## src/rtl/acs_pkg.sv

```systemverilog
package acs_pkg;

    localparam int CP_W = 21;
    localparam int FORM_W = 16;
    localparam int ROW_W = 6;
    localparam int N_ROWS = 36;

    localparam logic [CP_W-1:0] LAM_CP       = 21'h000644;
    localparam logic [CP_W-1:0] HAMZA_CP     = 21'h000621;
    localparam logic [CP_W-1:0] FIRST_LETTER = 21'h000621;
    localparam logic [CP_W-1:0] GAP_LOW      = 21'h00063A;
    localparam logic [CP_W-1:0] GAP_HIGH     = 21'h000641;
    localparam logic [CP_W-1:0] LAST_LETTER  = 21'h00064A;
    localparam logic [CP_W-1:0] ALEF_MADDA   = 21'h000622;
    localparam logic [CP_W-1:0] ALEF_HAMZA_A = 21'h000623;
    localparam logic [CP_W-1:0] ALEF_HAMZA_B = 21'h000625;
    localparam logic [CP_W-1:0] ALEF_CP      = 21'h000627;
    localparam logic [FORM_W-1:0] LIG_ALEF_MADDA   = 16'hFEF5;
    localparam logic [FORM_W-1:0] LIG_ALEF_HAMZA_A = 16'hFEF7;
    localparam logic [FORM_W-1:0] LIG_ALEF_HAMZA_B = 16'hFEF9;
    localparam logic [FORM_W-1:0] LIG_ALEF         = 16'hFEFB;
    localparam int ROWS_LOW = 26;

    // result queue between front and back
    localparam int QDEPTH = 4;
    localparam int QPTR_W = $clog2(QDEPTH);
    localparam int QCNT_W = $clog2(QDEPTH + 1);

    typedef struct packed {
        logic [CP_W-1:0] cp;
        logic            fin;
    } t_result;

    typedef struct packed {
        t_result first;
        t_result second;
        logic    two;
    } t_job;

    typedef struct packed {
        logic full;
        logic empty;
    } t_q_stat;

    // columns: isolated, final, initial, medial
    localparam logic [FORM_W-1:0] FORM_TABLE [N_ROWS][4] = '{
        '{16'hFE80,16'hFE80,16'hFE80,16'hFE80}, '{16'hFE81,16'hFE82,16'hFE81,16'hFE82},
        '{16'hFE83,16'hFE84,16'hFE83,16'hFE84}, '{16'hFE85,16'hFE86,16'hFE85,16'hFE86},
        '{16'hFE87,16'hFE88,16'hFE87,16'hFE88}, '{16'hFE89,16'hFE8A,16'hFE8B,16'hFE8C},
        '{16'hFE8D,16'hFE8E,16'hFE8D,16'hFE8E}, '{16'hFE8F,16'hFE90,16'hFE91,16'hFE92},
        '{16'hFE93,16'hFE94,16'hFE93,16'hFE94}, '{16'hFE95,16'hFE96,16'hFE97,16'hFE98},
        '{16'hFE99,16'hFE9A,16'hFE9B,16'hFE9C}, '{16'hFE9D,16'hFE9E,16'hFE9F,16'hFEA0},
        '{16'hFEA1,16'hFEA2,16'hFEA3,16'hFEA4}, '{16'hFEA5,16'hFEA6,16'hFEA7,16'hFEA8},
        '{16'hFEA9,16'hFEAA,16'hFEA9,16'hFEAA}, '{16'hFEAB,16'hFEAC,16'hFEAB,16'hFEAC},
        '{16'hFEAD,16'hFEAE,16'hFEAD,16'hFEAE}, '{16'hFEAF,16'hFEB0,16'hFEAF,16'hFEB0},
        '{16'hFEB1,16'hFEB2,16'hFEB3,16'hFEB4}, '{16'hFEB5,16'hFEB6,16'hFEB7,16'hFEB8},
        '{16'hFEB9,16'hFEBA,16'hFEBB,16'hFEBC}, '{16'hFEBD,16'hFEBE,16'hFEBF,16'hFEC0},
        '{16'hFEC1,16'hFEC2,16'hFEC3,16'hFEC4}, '{16'hFEC5,16'hFEC6,16'hFEC7,16'hFEC8},
        '{16'hFEC9,16'hFECA,16'hFECB,16'hFECC}, '{16'hFECD,16'hFECE,16'hFECF,16'hFED0},
        '{16'hFED1,16'hFED2,16'hFED3,16'hFED4}, '{16'hFED5,16'hFED6,16'hFED7,16'hFED8},
        '{16'hFED9,16'hFEDA,16'hFEDB,16'hFEDC}, '{16'hFEDD,16'hFEDE,16'hFEDF,16'hFEE0},
        '{16'hFEE1,16'hFEE2,16'hFEE3,16'hFEE4}, '{16'hFEE5,16'hFEE6,16'hFEE7,16'hFEE8},
        '{16'hFEE9,16'hFEEA,16'hFEEB,16'hFEEC}, '{16'hFEED,16'hFEEE,16'hFEED,16'hFEEE},
        '{16'hFEEF,16'hFEF0,16'hFEEF,16'hFEF0}, '{16'hFEF1,16'hFEF2,16'hFEF3,16'hFEF4}
    };

    function automatic logic is_letter(input logic [CP_W-1:0] c);
        return (c >= FIRST_LETTER && c <= GAP_LOW) || (c >= GAP_HIGH && c <= LAST_LETTER);
    endfunction

    function automatic logic [ROW_W-1:0] letter_row(input logic [CP_W-1:0] c);
        logic [CP_W-1:0] d;
        if (c <= GAP_LOW) begin
            d = c - FIRST_LETTER;
        end else begin
            d = c - GAP_HIGH + CP_W'(ROWS_LOW);
        end
        return d[ROW_W-1:0];
    endfunction

    function automatic logic joins_back(input logic [CP_W-1:0] c);
        return is_letter(c) && (c != HAMZA_CP);
    endfunction

    // right-joining letters do not connect to what follows
    function automatic logic joins_ahead(input logic [CP_W-1:0] c);
        logic r;
        case (c[11:0])
            12'h622, 12'h623, 12'h624, 12'h625, 12'h627,
            12'h629, 12'h62F, 12'h630, 12'h631, 12'h632,
            12'h648, 12'h649: r = 1'b0;
            default: r = 1'b1;
        endcase
        return joins_back(c) && r;
    endfunction

    function automatic logic [FORM_W-1:0] lam_alef_base(input logic [CP_W-1:0] c);
        logic [FORM_W-1:0] r;
        r = '0;
        if (c == ALEF_MADDA)   r = LIG_ALEF_MADDA;
        if (c == ALEF_HAMZA_A) r = LIG_ALEF_HAMZA_A;
        if (c == ALEF_HAMZA_B) r = LIG_ALEF_HAMZA_B;
        if (c == ALEF_CP)      r = LIG_ALEF;
        return r;
    endfunction

    function automatic logic [CP_W-1:0] shape(input logic [CP_W-1:0] c, input logic prev_j,
                                              input logic has_next,
                                              input logic [CP_W-1:0] nxt);
        logic       jb;
        logic       ja;
        logic [1:0] col;
        jb  = prev_j && joins_back(c);
        ja  = joins_ahead(c) && has_next && joins_back(nxt);
        col = {ja, jb};
        if (!is_letter(c)) begin
            return c;
        end
        return CP_W'(FORM_TABLE[letter_row(c)][col]);
    endfunction

endpackage

```

## src/rtl/acs_if.sv

```systemverilog
interface acs_in_if;
    logic        valid;
    logic        ready;
    logic [20:0] code_point;
    logic        end_of_text;

    modport source (output valid, output code_point, output end_of_text, input ready);
    modport sink (input valid, input code_point, input end_of_text, output ready);
endinterface

interface acs_out_if;
    logic        valid;
    logic        ready;
    logic [20:0] shaped_code_point;
    logic        final_out;

    modport source (output valid, output shaped_code_point, output final_out, input ready);
    modport sink (input valid, input shaped_code_point, input final_out, output ready);
endinterface

```

## src/rtl/arabic_contextual_shaper.sv

```systemverilog
// Flow: a code point is held until its successor arrives; the transfer that releases its results
// writes them into the queue, and the output stage loads them from there once it is free.
// Throughput: one input per cycle while the queue is not full and each input yields at most one
// result; the single output port drains two-result inputs at one result per cycle while ready is high.
// Reset: synchronous active low; clears the hold, join flag, queue and output stage.
module arabic_contextual_shaper
    import acs_pkg::*;
(
    input  logic      i_clk,
    input  logic      i_rst_n,
    acs_in_if.sink    i_in,
    acs_out_if.source o_out
);

    logic    w_push;
    logic    w_pop;
    t_job    w_push_job;
    t_job    w_head_job;
    t_q_stat w_q_stat;

    acs_front u_front (
        .i_clk    (i_clk),
        .i_rst_n  (i_rst_n),
        .i_in     (i_in),
        .i_q_stat (w_q_stat),
        .o_push   (w_push),
        .o_job    (w_push_job)
    );

    acs_queue u_queue (
        .i_clk   (i_clk),
        .i_rst_n (i_rst_n),
        .i_push  (w_push),
        .i_job   (w_push_job),
        .i_pop   (w_pop),
        .o_job   (w_head_job),
        .o_stat  (w_q_stat)
    );

    acs_back u_back (
        .i_clk    (i_clk),
        .i_rst_n  (i_rst_n),
        .i_job    (w_head_job),
        .i_q_stat (w_q_stat),
        .o_pop    (w_pop),
        .o_out    (o_out)
    );

    a_no_push_when_full : assert property (@(posedge i_clk) disable iff (!i_rst_n)
        w_push |-> !w_q_stat.full)
        else $error("queue written while full");

    a_last_flushes : assert property (@(posedge i_clk) disable iff (!i_rst_n)
        (i_in.valid && i_in.ready && i_in.end_of_text) |-> w_push)
        else $error("end of text produced no result");

    a_pop_needs_data : assert property (@(posedge i_clk) disable iff (!i_rst_n)
        (w_pop |-> !w_q_stat.empty) and (w_q_stat.empty && !o_out.valid |=> !o_out.valid))
        else $error("back stage loaded from empty queue");

endmodule

```

## src/rtl/acs_front.sv

```systemverilog
module acs_front
    import acs_pkg::*;
(
    input  logic    i_clk,
    input  logic    i_rst_n,
    acs_in_if.sink  i_in,
    input  t_q_stat i_q_stat,
    output logic    o_push,
    output t_job    o_job
);

    logic [CP_W-1:0] r_held_point, n_held_point;
    logic            r_held_valid, n_held_valid;
    logic            r_before_joins, n_before_joins;

    logic            w_xfer;
    logic [CP_W-1:0] w_c;
    logic            w_last;
    logic [FORM_W-1:0] w_lig;
    logic            w_is_lig;
    logic            w_bj_mid;
    t_result         w_held_res;
    t_result         w_last_res;

    assign i_in.ready = !i_q_stat.full;
    assign w_xfer     = i_in.valid && i_in.ready;
    assign w_c        = i_in.code_point;
    assign w_last     = i_in.end_of_text;

    always_comb begin
        w_lig    = lam_alef_base(w_c);
        w_is_lig = r_held_valid && (r_held_point == LAM_CP) && (w_lig != '0);
        w_bj_mid = r_held_valid ? joins_ahead(r_held_point) : r_before_joins;

        w_held_res.cp  = shape(r_held_point, r_before_joins, 1'b1, w_c);
        w_held_res.fin = 1'b0;
        w_last_res.cp  = shape(w_c, w_bj_mid, 1'b0, '0);
        w_last_res.fin = 1'b1;

        o_job        = '0;
        o_push       = 1'b0;
        n_held_point = r_held_point;
        n_held_valid = r_held_valid;
        n_before_joins = r_before_joins;

        if (w_is_lig) begin
            // isolated ligature is odd, final form is the next code
            o_job.first.cp  = CP_W'(w_lig) + CP_W'(r_before_joins);
            o_job.first.fin = w_last;
            o_job.two       = 1'b0;
            o_push          = w_xfer;
            if (w_xfer) begin
                n_held_point   = '0;
                n_held_valid   = 1'b0;
                n_before_joins = 1'b0;
            end
        end else begin
            o_job.first  = r_held_valid ? w_held_res : w_last_res;
            o_job.second = w_last_res;
            o_job.two    = r_held_valid && w_last;
            o_push       = w_xfer && (r_held_valid || w_last);
            if (w_xfer) begin
                if (w_last) begin
                    n_held_point   = '0;
                    n_held_valid   = 1'b0;
                    n_before_joins = 1'b0;
                end else begin
                    n_held_point   = w_c;
                    n_held_valid   = 1'b1;
                    n_before_joins = w_bj_mid;
                end
            end
        end
    end

    always_ff @(posedge i_clk) begin
        if (!i_rst_n) begin
            r_held_point   <= '0;
            r_held_valid   <= 1'b0;
            r_before_joins <= 1'b0;
        end else begin
            r_held_point   <= n_held_point;
            r_held_valid   <= n_held_valid;
            r_before_joins <= n_before_joins;
        end
    end

endmodule

```

## src/rtl/acs_queue.sv

```systemverilog
module acs_queue
    import acs_pkg::*;
(
    input  logic    i_clk,
    input  logic    i_rst_n,
    input  logic    i_push,
    input  t_job    i_job,
    input  logic    i_pop,
    output t_job    o_job,
    output t_q_stat o_stat
);

    t_job              r_slot [QDEPTH];
    logic [QPTR_W-1:0] r_wr_ptr, n_wr_ptr;
    logic [QPTR_W-1:0] r_rd_ptr, n_rd_ptr;
    logic [QCNT_W-1:0] r_count, n_count;
    logic              w_wr;
    logic              w_rd;

    assign o_stat.full  = (r_count == QCNT_W'(QDEPTH));
    assign o_stat.empty = (r_count == '0);
    assign w_wr  = i_push && !o_stat.full;
    assign w_rd  = i_pop && !o_stat.empty;
    assign o_job = r_slot[r_rd_ptr];

    always_comb begin
        n_wr_ptr = r_wr_ptr;
        n_rd_ptr = r_rd_ptr;
        n_count  = r_count;
        if (w_wr) begin
            n_wr_ptr = (r_wr_ptr == QPTR_W'(QDEPTH - 1)) ? '0 : r_wr_ptr + 1'b1;
        end
        if (w_rd) begin
            n_rd_ptr = (r_rd_ptr == QPTR_W'(QDEPTH - 1)) ? '0 : r_rd_ptr + 1'b1;
        end
        if (w_wr && !w_rd) begin
            n_count = r_count + 1'b1;
        end else if (w_rd && !w_wr) begin
            n_count = r_count - 1'b1;
        end
    end

    always_ff @(posedge i_clk) begin
        if (w_wr) begin
            r_slot[r_wr_ptr] <= i_job;
        end
    end

    always_ff @(posedge i_clk) begin
        if (!i_rst_n) begin
            r_wr_ptr <= '0;
            r_rd_ptr <= '0;
            r_count  <= '0;
        end else begin
            r_wr_ptr <= n_wr_ptr;
            r_rd_ptr <= n_rd_ptr;
            r_count  <= n_count;
        end
    end

endmodule

```

## src/rtl/acs_back.sv

```systemverilog
module acs_back
    import acs_pkg::*;
(
    input  logic     i_clk,
    input  logic     i_rst_n,
    input  t_job     i_job,
    input  t_q_stat  i_q_stat,
    output logic     o_pop,
    acs_out_if.source o_out
);

    t_job r_job, n_job;
    logic r_job_valid, n_job_valid;
    logic r_sel, n_sel;
    logic w_xfer;
    logic w_done;
    logic w_load;

    assign o_out.valid             = r_job_valid;
    assign o_out.shaped_code_point = r_sel ? r_job.second.cp : r_job.first.cp;
    assign o_out.final_out         = r_sel ? r_job.second.fin : r_job.first.fin;

    assign w_xfer = o_out.valid && o_out.ready;
    assign w_done = w_xfer && (r_sel || !r_job.two);
    assign w_load = !r_job_valid || w_done;
    assign o_pop  = w_load && !i_q_stat.empty;

    always_comb begin
        n_job       = r_job;
        n_job_valid = r_job_valid;
        n_sel       = r_sel;
        if (w_xfer && !w_done) begin
            n_sel = 1'b1;
        end
        if (w_load) begin
            n_job       = i_job;
            n_job_valid = !i_q_stat.empty;
            n_sel       = 1'b0;
        end
    end

    always_ff @(posedge i_clk) begin
        r_job <= n_job;
    end

    always_ff @(posedge i_clk) begin
        if (!i_rst_n) begin
            r_job_valid <= 1'b0;
            r_sel       <= 1'b0;
        end else begin
            r_job_valid <= n_job_valid;
            r_sel       <= n_sel;
        end
    end

endmodule
```

## src/flat_wrapper.sv

```systemverilog
// flat-port wrapper written by rule: the top's interface ports become plain ports
module arabic_contextual_shaper_flat import acs_pkg::*;
  (i_clk, i_rst_n, i_in_valid, i_in_code_point, i_in_end_of_text, i_in_ready, o_out_valid, o_out_shaped_code_point, o_out_final_out, o_out_ready);
  acs_in_if i_in_i ();
  acs_out_if o_out_i ();
  input  logic i_clk;
  input  logic i_rst_n;
  input wire logic [$bits(i_in_i.valid)-1:0] i_in_valid;
  input wire logic [$bits(i_in_i.code_point)-1:0] i_in_code_point;
  input wire logic [$bits(i_in_i.end_of_text)-1:0] i_in_end_of_text;
  output wire logic [$bits(i_in_i.ready)-1:0] i_in_ready;
  output wire logic [$bits(o_out_i.valid)-1:0] o_out_valid;
  output wire logic [$bits(o_out_i.shaped_code_point)-1:0] o_out_shaped_code_point;
  output wire logic [$bits(o_out_i.final_out)-1:0] o_out_final_out;
  input wire logic [$bits(o_out_i.ready)-1:0] o_out_ready;
  assign i_in_i.valid = i_in_valid;
  assign i_in_i.code_point = i_in_code_point;
  assign i_in_i.end_of_text = i_in_end_of_text;
  assign i_in_ready = i_in_i.ready;
  assign o_out_valid = o_out_i.valid;
  assign o_out_shaped_code_point = o_out_i.shaped_code_point;
  assign o_out_final_out = o_out_i.final_out;
  assign o_out_i.ready = o_out_ready;
  arabic_contextual_shaper u_core (.i_clk(i_clk), .i_rst_n(i_rst_n), .i_in(i_in_i), .o_out(o_out_i));
endmodule
```

## config.mk

```make
export PLATFORM = sky130hd
export DESIGN_NAME = arabic_contextual_shaper_flat
export DESIGN_NICKNAME = d
export VERILOG_FILES = /design/src/rtl/acs_pkg.sv /design/src/rtl/acs_if.sv /design/src/rtl/arabic_contextual_shaper.sv /design/src/rtl/acs_front.sv /design/src/rtl/acs_queue.sv /design/src/rtl/acs_back.sv /design/src/flat_wrapper.sv
export SDC_FILE = /design/constraint.sdc
export NUM_CORES = 1
export LEC_CHECK = 0
export BUFFER_PORTS_ARGS = -buffer_cell sky130_fd_sc_hd__buf_4
export CORE_MARGIN = 2
export CORE_UTILIZATION = 40
export CTS_CLUSTER_DIAMETER = 40
export CTS_CLUSTER_SIZE = 30
export DETAILED_ROUTE_END_ITERATION = 10
export GPL_TIMING_DRIVEN = 0
export PLACE_DENSITY_LB_ADDON = 0.12
export SETUP_SLACK_MARGIN = 0.15
export SYNTH_ARGS = -nofsm -noshare
export SYNTH_HDL_FRONTEND = slang
export SYNTH_SLANG_ARGS = --single-unit
```

## constraint.sdc

```tcl
create_clock -name i_clk -period 8.9 [get_ports i_clk]
set_input_delay 0.445 -clock i_clk [delete_from_list [all_inputs] [get_ports i_clk]]
set_output_delay 0.445 -clock i_clk [all_outputs]
set_load 0.05 [all_outputs]
```

* Yosys cells after proc, flatten, opt, wreduce, memory -nomap -nowiden
Memories as Yosys holds them, arrays and structs flattened. A register that Yosys moved wholly into a read port is not among the register bits. Cells that the tools add are included.
Storage, ports and cells: register bits after elaboration 32, RAM bits 180, bits in read-only memories 8192, bits of input ports 26, output and inout port bits 24, word-level logic and storage cells 147, memories kept 3
Memories:
- (name not given) | depth 64, width 64, rd ports 1, clocked after Yosys merged registers in 0, wr ports 0, RTL line acs_pkg.sv:119 | return CP_W'(FORM_TABLE[letter_row(c)][col]);
- (name not given) | depth 64, width 64, rd ports 1, clocked after Yosys merged registers in 0, wr ports 0, RTL line acs_pkg.sv:119
- u_core.u_queue.r_slot | depth 4, width 45, rd ports 1, clocked after Yosys merged registers in 1, wr ports 1, RTL line acs_queue.sv:13 | t_job r_slot [QDEPTH];
Operators by class: add/sub/neg operators 11, order comparisons 12, equality and inequality tests 22, multiplexer cells 46, bitwise logic cells 5, reductions and logical operators 40
Operators with widths (number):
- 64-bit two-way mux | 4
- 21-bit two-way mux | 7
- 12-bit by 11-bit equality test with 1-bit output, second input constant | 12
- 16-bit two-way mux | 8
- 21-bit by 11-bit equality test with 1-bit output, second input constant | 5
- 21-bit by 11-bit >= comparator with 1-bit output, second input constant | 4
- 21-bit by 11-bit <= comparator with 1-bit output, second input constant | 4
- 22-bit two-way mux | 3
- 16-bit binary-select mux with 2-bit select | 2
- 21-bit by 11-bit inequality test with 1-bit output, second input constant | 2
- 6-bit two-way mux | 4
- 1-bit logical AND | 23
- 16-bit by 1-bit adder with 17-bit output | 1
- 16-bit nonzero test | 1
- 7-bit >= comparator, second input constant | 2
- 1-bit two-way mux | 14
- 6-bit inverter with 7-bit output | 2
- 6-bit by 5-bit adder with 6-bit output, second input constant | 2
- 12-bit OR reduction | 1
- 6-bit by 1-bit subtractor with 6-bit output, second input constant | 2
- 6-bit subtractor, second input constant | 2
- 1-bit zero test | 7
- 3-bit >= comparator, second input constant | 2
- 3-bit two-way mux | 2
- 13 further kinds | 20

* Longest topological paths before layout
Gate-level depths: netlist (run 1).
word-level depth 14, depth in mapped cells 16, depth with buffers taken out 13

* Modules after synthesis
A second synthesis (run 1) with hierarchy kept.
Second synthesis, totals: cell total of the unflattened synthesis 1030, area, all modules 13476.7 µm²
Modules (own cells, without submodules):
- acs_queue | times used 1, cells each 286, area an instance 7034.2 µm², sequential area each 5585.4 µm²
- acs_front | times used 1, cells each 664, area an instance 4621.9 µm², sequential area each 460.4 µm²
- acs_back | times used 1, cells each 80, area an instance 1820.5 µm², sequential area each 1391.3 µm²

* Worst setup path after synthesis (run 1)
No wires, ideal clock.
path type reg-to-reg, start point register u_core.u_front.r_held_point[0], end point memory u_core.u_queue.r_slot[0][27] (netlist bit), data pin, library setup time 168 ps, arrival time 3667 ps, data required time 8732 ps, setup slack 5065 ps, cell stages (with the launch flop) 15, buffers on the path 3, clock period less this slack 3835 ps, cell sequence dfxtp_1 buf_1 clkbuf_1 inv_1 ha_1 xor2_1 inv_1 ha_1 clkbuf_1 inv_1 nor2_1 a2111o_1 a2111oi_2 o311ai_1 o211ai_2
RTL lines:
- from (decl) | RTL line acs_front.sv:12 | logic [CP_W-1:0] r_held_point, n_held_point;
- from (signal assigned) | RTL line acs_front.sv:82 | r_held_point <= n_held_point;
- to (decl) | RTL line acs_queue.sv:13

==> run_results.csv, run 1 <==
group,metric,value,unit
outcome,status,"completed",
clock_network,cts_tree,"built",
synth,yosys_warnings,0,
floorplanning,rows,66,
clock_network,h-tree-depth,2,
setup_path,reg2reg_slack,3.48,ns
timing,slew_viol_final,0,
timing,tightestPinTransition,1.07,ns
synth,synthesis.area,13100,µm²
floorplanning,core_area,32500,µm²
setup_path,end_kind,"flop",
placement,place_congestion,0.893,
drt,first_iter_violations,807,
power_and_ir_drop,ir_drop,148,µV
synth,synthSimpleGateAreaFrac,12.7,%
placement,io_buffers,47,
timing,setup_viol,0,
grt,gr-usage-all-layers,20.5,%
setup_path,crit_type,"reg2reg",
finish,fillers,2938,
timing,tns,0,ns
setup_path,cp.arrival,5.74,ns
synth,synth_top_family_by_area,"simple AND/OR/NAND/NOR gates",
placement,dp.cells,1500,
setup_path,required,9.22,ns
synth,synthCells,1006,
power_and_ir_drop,switching_share,32.4,%
drt,drt-total-wl,34.6,mm
floorplanning,die_y,185,µm
setup_path,reg2reg_from,"u_core.u_front.r_held_point[0]$_SDFFE_PN0P_",
worst_hold_path,hold_depth,2,
synth,synth_area_leaders,"edfxtp_1, mux4_2, dfxtp_1",
clock_network,cts_made_buffers,35,
synth,yosysTopAreaCellShare,51.4,%
floorplanning,initial_core_util,40.5,%
clock_network,ctsResizeCount,0,
timing,hold_viol,0,
clock_network,clk_pin_slew,0.06,ns
drt,drt.antenna.violating_nets,0,
setup_path,worstPathMaxFanout,12,
synth,netlist-cell-type-count,97,
synth,synth_mux_area_share,10.5,%
synth,synth-seq-area-share,56.3,%
finish,antenna_cells,0,
worst_hold_path,hp-class,"in2reg",
finish,stdcell_count,1564,
drt,vias,8941,
synth,synth_xor_area_share,0.991,%
setup_path,crit_path_top_delay_cell,"xor2_1",
timing,period_minus_slack,5.42,ns
setup_path,cp_cell_sequence,"buf_1 > clkbuf_1 > inv_1 > ha_1 > xor2_1 > inv_1 > ha_1 > clkbuf_1 > inv_1 > nor2_1 > a2111o_1 > a2111oi_2 > o311ai_1 > o211ai_2",
timing,post-route-period-util,60.9,%
clock_network,clockBufferDepth,3,
timing,slew_headroom,28.9,%
worst_hold_path,min_from,"i_rst_n",
drt,drc,0,
floorplanning,fp.dieW,185,µm
synth,synth_top_area_cell,"edfxtp_1",
clock_network,insertion_delay,0.52,ns
clock_network,cts_hold_buf,0,
synth,synth_edf_count,225,
finish,multi_input_area,5320,µm²
setup_path,ff2ff_path_depth,14,
clock_network,cts_num_sinks,257,
timing,rsz0062_at_grt,"false",
power_and_ir_drop,combPwrFrac,28.9,%
power_and_ir_drop,leakagePower,5.09,nW
setup_path,cpPeakStageDelay,0.76,ns
placement,dpl.hpwl,24.6,mm
power_and_ir_drop,pwr-share-clk,33.8,%
synth,async_flop_share,0,%
clock_network,post_cts_buffers,0,
grt,grt_pass1_wl,52.6,mm
grt,antenna_found_initial,0,
finish,area_growth_syn_to_layout,17.1,%
finish,seqCellArea,7400,µm²
finish,final_nets,1159,
synth,synth-compound-area-share,12.5,%
drt,detail_route.wl_per_cell,22.1,µm
drt,post_drt_via_cell_ratio,5.72,
synth,avgSynthCellArea,13.1,µm²
grt,grt_pass1_vias,8816,
grt,grt_overflow_total,0,
synth,synth_fa_ha_area_share,3.68,%
synth,synth_nets,1070,
drt,first_pass_iters,5,
power_and_ir_drop,p_int,2.89,mW
finish,final_util,47.4,%
setup_path,cpMostUsedCell,"inv_1",
timing,skew,0.0225,ns
power_and_ir_drop,p_total,4.28,mW
worst_hold_path,worstHoldEndpoint,"u_core.u_back.r_sel$_SDFFE_PP0P_",
timing,max_freq,184,MHz
finish,drive_gt1_share,21.5,%
synth,synth-seq-cells,257,
power_and_ir_drop,p_per_area,278,nW/µm²
synth,synth_ff_type,"edfxtp_1",
flow_run,maxCapViolCount,0,
setup_path,cp-start-kind,"flop",
power_and_ir_drop,power_frac_seq,37.3,%
grt,grt_start_max_net_pins,32,
setup_path,r2r-end,"u_core.u_queue.r_slot[0][27]$_DFFE_PP_",
floorplanning,ioPinCount,50,
clock_network,root_buffer,"clkbuf_16",
power_and_ir_drop,p_sw,1.39,mW
floorplanning,dieArea,34300,µm²
[flip-flops by register name (all words and copies together) (netlist names), 2 cells and up]
register / count
u_core.u_back.r_job: 45
u_core.u_front.r_held_point: 21
u_core.u_queue.r_count: 3
u_core.u_queue.r_rd_ptr: 2
u_core.u_queue.r_slot: 180
u_core.u_queue.r_wr_ptr: 2
[metrics by stage]
step           cell area (µm²)  hold WS (ns)  worst slack, ns
2_1_floorplan            13100         0.476             5.07
3_3_place_gp             14000         0.500             3.42
3_5_place_dp             14200         0.503             3.57
4_1_cts                  15400         0.250             3.53
5_1_grt                  15400         0.265             3.17
6_report                 15400         0.245             3.48
[kinds of logic (layout without fill, tap and decap cells)]
group | after synthesis | in the layout
fa+ha+maj | 38 | 38
simple gates | 287 | 287
buf+inv | 100 | 216
compound gates | 230 | 230
other cells | 1 | 1
flops | 257 | 257
xor+xnor | 14 | 14
mux | 79 | 79
[power by group through the flow]
stage,combinational [mW],clock (mW),sequential [mW]
final,1.24,1.45,1.60
after floorplan,0.874,0,1.61
after detailed placement,1.25,0,1.63
after global routing,1.34,1.52,1.62
after global placement,1.23,0,1.63
after CTS,1.25,1.46,1.60
[area by class of cell]
cell class / instances / share of cell area, %
Sequential cell: 257 / 48.1
Clock inverter: 27 / 2.11
Clock buffer: 37 / 5.88
Multi-Input combinational cell: 649 / 34.6
Tap cell: 442 / 3.59
Inverter: 28 / 0.683
Timing Repair Buffer: 52 / 2.99
Buffer: 72 / 2.05
[cell usage after synthesis (7+ instances only)]
cell type,number
a211oi_1,14
a21oi_1,39
a22oi_1,24
a31oi_1,11
and2_1,9
buf_1,8
buf_2,15
clkbuf_1,44
dfxtp_1,32
edfxtp_1,225
ha_1,37
inv_1,27
mux2_2,23
mux2i_1,11
mux4_2,45
nand2_1,40
nand2b_1,8
nand3_1,29
nand4_1,12
nor2_1,66
nor2b_1,35
nor3_1,25
o211ai_1,9
o21ai_0,39
o221ai_1,7
o22a_1,7
o22ai_1,8
or3_1,7
xnor2_1,7
[routing by layer]
metal	up-vias	track usage [%]	wire length, µm
li1	4153	-	-
met1	4468	27.7	15400
met2	266	33.7	16500
met3	54	3.30	1730
met4	0	6.76	960
met5	-	0	0
[critical path: cells and delay by family (launching register included)]
family,cells,cell delay (ns)
adders and majority gates,2,0.68
and+or+nand+nor,1,0.06
AOI/OAI and AO/OA,4,1.19
DFF,1,0.45
xor gates and xnor gates,1,0.76
buffers and inverters,6,2.08
[worst max-delay path by stage]
stage                                                      startpoint                                endpoint
after CTS                 u_core.u_front.r_held_point[0]$_SDFFE_PN0P_  u_core.u_queue.r_slot[0][27]$_DFFE_PP_
after floorplan           u_core.u_front.r_held_point[0]$_SDFFE_PN0P_  u_core.u_queue.r_slot[0][27]$_DFFE_PP_
after global placement    u_core.u_front.r_held_point[0]$_SDFFE_PN0P_  u_core.u_queue.r_slot[0][27]$_DFFE_PP_
after detailed placement  u_core.u_front.r_held_point[0]$_SDFFE_PN0P_  u_core.u_queue.r_slot[0][27]$_DFFE_PP_
final                     u_core.u_front.r_held_point[0]$_SDFFE_PN0P_  u_core.u_queue.r_slot[0][27]$_DFFE_PP_
after global routing      u_core.u_front.r_held_point[0]$_SDFFE_PN0P_  u_core.u_queue.r_slot[2][27]$_DFFE_PP_
[layout by cell type (no fill, tap or decap), types with 6 or more instances in the layout]
cell type,n
mux4_2,45
nand4_1,12
nand2_1,39
clkinvlp_4,7
o221ai_1,7
xnor2_1,7
o21ai_1,6
buf_4,50
clkbuf_16,36
o22ai_1,8
o2111ai_1,6
buf_1,8
a31oi_1,11
or3_1,7
o211ai_1,9
ha_1,37
nor3_1,25
nand2b_1,8
a21oi_1,39
nand3_1,29
xor2_1,6
dfxtp_1,32
inv_1,27
clkbuf_1,45
o22a_1,7
a211oi_1,14
nor2_1,66
edfxtp_1,225
nor2b_1,35
o21ai_0,39
mux2_2,23
mux2i_1,11
a22oi_1,24
nor4_1,6
buf_2,15
(Power assumes the default switching activity.)
==> inputs of run 2 (changes only) <==
--- a/config.mk
+++ b/config.mk
@@ -5,6 +5,7 @@
 export SDC_FILE = /design/constraint.sdc
 export NUM_CORES = 1
 export LEC_CHECK = 0
+export ABC_AREA = 1
 export BUFFER_PORTS_ARGS = -buffer_cell sky130_fd_sc_hd__buf_4
 export CORE_MARGIN = 2
 export CORE_UTILIZATION = 40
==> constraint.sdc (replaced) <==
create_clock -name i_clk -period 5.3 [get_ports i_clk]
set_input_delay 0.265 -clock i_clk [delete_from_list [all_inputs] [get_ports i_clk]]
set_output_delay 0.265 -clock i_clk [all_outputs]
set_load 0.05 [all_outputs]
==> run 2 against run 1 <==
Core utilization is 0.34 points lower. Synthesized cell count rose by 46%. First-iteration DRC count decreased by 0.50%. Flip-flop and latch count unchanged. Wire length increased by 12%. Final cell count up 30%. Clock skew fell by 0.0012 ns. Sequential share of layout area fell by 0.97 points. Clock power increased by 59%. Non-clock buffer count rose by 1. Combinational power is 93% higher. Largest power group unchanged.
==> run_results.csv, run 2 <==
group,metric,value,unit
finish,antenna_cells,0,
setup_path,end_kind,"flop",
floorplanning,initial_core_util,40.4,%
floorplanning,rows,67,
setup_path,cp-start-kind,"flop",
drt,drt-total-wl,38.8,mm
power_and_ir_drop,p_int,4.64,mW
finish,fillers,3275,
clock_network,cts_hold_buf,0,
drt,drt.antenna.violating_nets,0,
timing,slew_viol_final,0,
clock_network,post_cts_buffers,0,
timing,period_minus_slack,3.53,ns
drt,first_pass_iters,5,
worst_hold_path,hp-class,"in2reg",
synth,synthesis.area,13500,µm²
finish,largest-register,"u_core.u_queue.r_slot",
grt,antenna_found_initial,0,
power_and_ir_drop,leakagePower,6.13,nW
timing,setup_viol,0,
floorplanning,core_area,33400,µm²
drt,post_drt_via_cell_ratio,5.28,
timing,slew_headroom,48.8,%
finish,stdcell_area,15700,µm²
power_and_ir_drop,switching_share,37.5,%
finish,largest_reg_flops,180,
synth,synthTopCellsByCount,"nand2_1, edfxtp_1, nor2_1, o21ai_0, nand3_1",
finish,stdcell_count,2031,
synth,synth_edf_count,225,
synth,synth_most_common_cell,"nand2_1",
synth,synth_nets,1530,
drt,detail_route.wl_per_cell,19.1,µm
grt,grt_pass1_wl,60.1,mm
synth,synth_top_area_cell,"edfxtp_1",
placement,place_area,14500,µm²
placement,place_congestion,0.934,
power_and_ir_drop,p_sw,2.78,mW
floorplanning,dieArea,35100,µm²
drt,drc,0,
placement,io_buffers,46,
timing,skew,0.0213,ns
clock_network,cts_made_buffers,36,
timing,rsz0062_at_grt,"false",
synth,netlist-cell-type-count,60,
synth,synth_area_leaders,"edfxtp_1, nand2_1, nor2_1",
power_and_ir_drop,combPwrFrac,32.2,%
placement,dp.cells,1966,
grt,grt_pass1_vias,10300,
synth,yosysTopAreaCellShare,50.2,%
synth,synthCells,1466,
synth,avgSynthCellArea,9.18,µm²
power_and_ir_drop,ir_drop,247,µV
drt,vias,10700,
finish,area_growth_syn_to_layout,16.6,%
floorplanning,die_y,187,µm
flow_run,maxCapViolCount,0,
timing,post-route-period-util,66.6,%
floorplanning,fp.dieW,187,µm
grt,grt_start_max_net_pins,38,
synth,async_flop_share,0,%
placement,dpl.hpwl,28.2,mm
clock_network,cts_tree,"built",
floorplanning,ioPinCount,50,
power_and_ir_drop,power_frac_seq,36.7,%
setup_path,worstPathMaxFanout,11,
clock_network,clk_pin_slew,0.06,ns
finish,final_cell_mix,"nand2_1, edfxtp_1, nor2_1",
clock_network,ctsResizeCount,0,
clock_network,insertion_delay,0.52,ns
timing,fin_ws,1.77,ns
synth,synth-seq-area-share,54.9,%
grt,grt_overflow_total,0,
grt,gr-usage-all-layers,22.0,%
synth,synth_ff_type,"edfxtp_1",
clock_network,cts_num_sinks,257,
clock_network,root_buffer,"clkbuf_16",
timing,hold_viol,0,
finish,final_nets,1620,
timing,max_freq,283,MHz
placement,dp_slack,1.72,ns
clock_network,clockBufferDepth,3,
setup_path,crit_type,"reg2reg",
setup_path,cp.arrival,3.74,ns
outcome,status,"completed",
setup_path,required,5.51,ns
synth,yosys_warnings,0,
clock_network,h-tree-depth,2,
drt,first_iter_violations,803,
timing,tightestPinTransition,0.767,ns
finish,drive_gt1_share,13.6,%
power_and_ir_drop,pwr-share-clk,31.1,%
finish,final_common_cell,"nand2_1",
finish,reg_top3,"u_core.u_queue.r_slot x180, u_core.u_back.r_job x45, u_core.u_front.r_held_point x21",
power_and_ir_drop,p_per_area,473,nW/µm²
synth,synth-seq-cells,257,
run 2: changes by cell type after synthesis, moves of 35 or more:
cell / previous run / this run
nor2b_1: 35 / 0
o22ai_1: 8 / 52
o21ai_0: 39 / 137
nand2_1: 40 / 305
nor2_1: 66 / 188
nand3_1: 29 / 113
inv_1: 27 / 97
mux4_2: 45 / 0
run 2: path summary, 6_finish.rpt:
check | from | end | slack (ns) | depth (start not counted)
setup / recovery | u_core.u_front.r_held_point[1]$_SDFFE_PN0P_ | u_core.u_queue.r_slot[2][26]$_DFFE_PP_ | 1.77 | 18
setup reg to reg | u_core.u_front.r_held_point[1]$_SDFFE_PN0P_ | u_core.u_queue.r_slot[2][26]$_DFFE_PP_ | 1.77 | 18
hold reg to reg | u_core.u_queue.r_count[2]$_SDFFE_PN0P_ | u_core.u_queue.r_count[2]$_SDFFE_PN0P_ | 0.48 | 2
hold / removal | o_out_ready | u_core.u_back.r_sel$_SDFFE_PP0P_ | 0.06 | 3
run 2: power groups by stage:
stage,sequential (mW),combinational [mW],clock (mW)
2_1_floorplan,2.74,1.61,0
3_3_place_gp,2.78,2.36,0
3_5_place_dp,2.76,2.40,0
4_1_cts,2.72,2.40,2.34
5_1_grt,2.75,2.63,2.43
6_report,2.72,2.39,2.31
run 2: critical path: stages (launching register included):
cell      delay (ns)
dfxtp_1         0.48
inv_1           0.21
nor3_1          0.25
nand4_2         0.24
nand2_4         0.21
nand2_1         0.07
nand2_1         0.33
inv_1           0.24
ha_1            0.29
nor2_1          0.11
o21ai_0         0.08
nand2_1         0.07
nand2_1         0.05
nand2_1         0.06
nand3b_1        0.10
nand2_1         0.07
nand3_1         0.10
nand2_1         0.09
nand3_1         0.19
run 2: cell type report:
type	instances	area [µm²]	area share [%]
Multi-Input combinational cell	1020	5310	33.8
Timing Repair Buffer	52	473	3.01
Buffer	73	344	2.19
Clock buffer	38	918	5.85
Clock inverter	27	253	1.61
Inverter	116	443	2.82
Tap cell	448	561	3.57
Sequential cell	257	7400	47.1
run 2: per-stage QoR:
| stage | power (mW) | TNS, ns | util (%) | hold slack, ns |
|---|---|---|---|---|
| final | 7.42 | 0 | 47.1 | 0.0608 |
| after global routing | 7.81 | 0 | 47.1 | 0.0666 |
| after CTS | 7.47 | 0 | 47.1 | 0.0519 |
| after detailed placement | 5.16 | 0 | 43.5 | 0.476 |
| after global placement | 5.13 | -27.81 | 43.1 | 0.468 |
| after floorplan | 4.35 | 0 | - | 0.403 |
run 2: kinds of logic after synthesis:
logic type	count (synthesis)	synth area share (%)
flip-flops	257	54.9
AO/OA/AOI/OAI	273	11.3
XOR/XNOR	16	1.04
adder cells (fa/ha/maj)	38	3.59
buffers and inverters	189	5.85
AND/OR/NAND/NOR	692	23.3
other	1	0.0279
run 2: routing by layer:
layer	routed length [µm]	vias to the layer above	track usage [%]
li1	-	5216	-
met3	1940	80	2.57
met2	18000	313	35.9
met5	0	-	0
met4	1030	0	6.45
met1	17800	5122	31.1
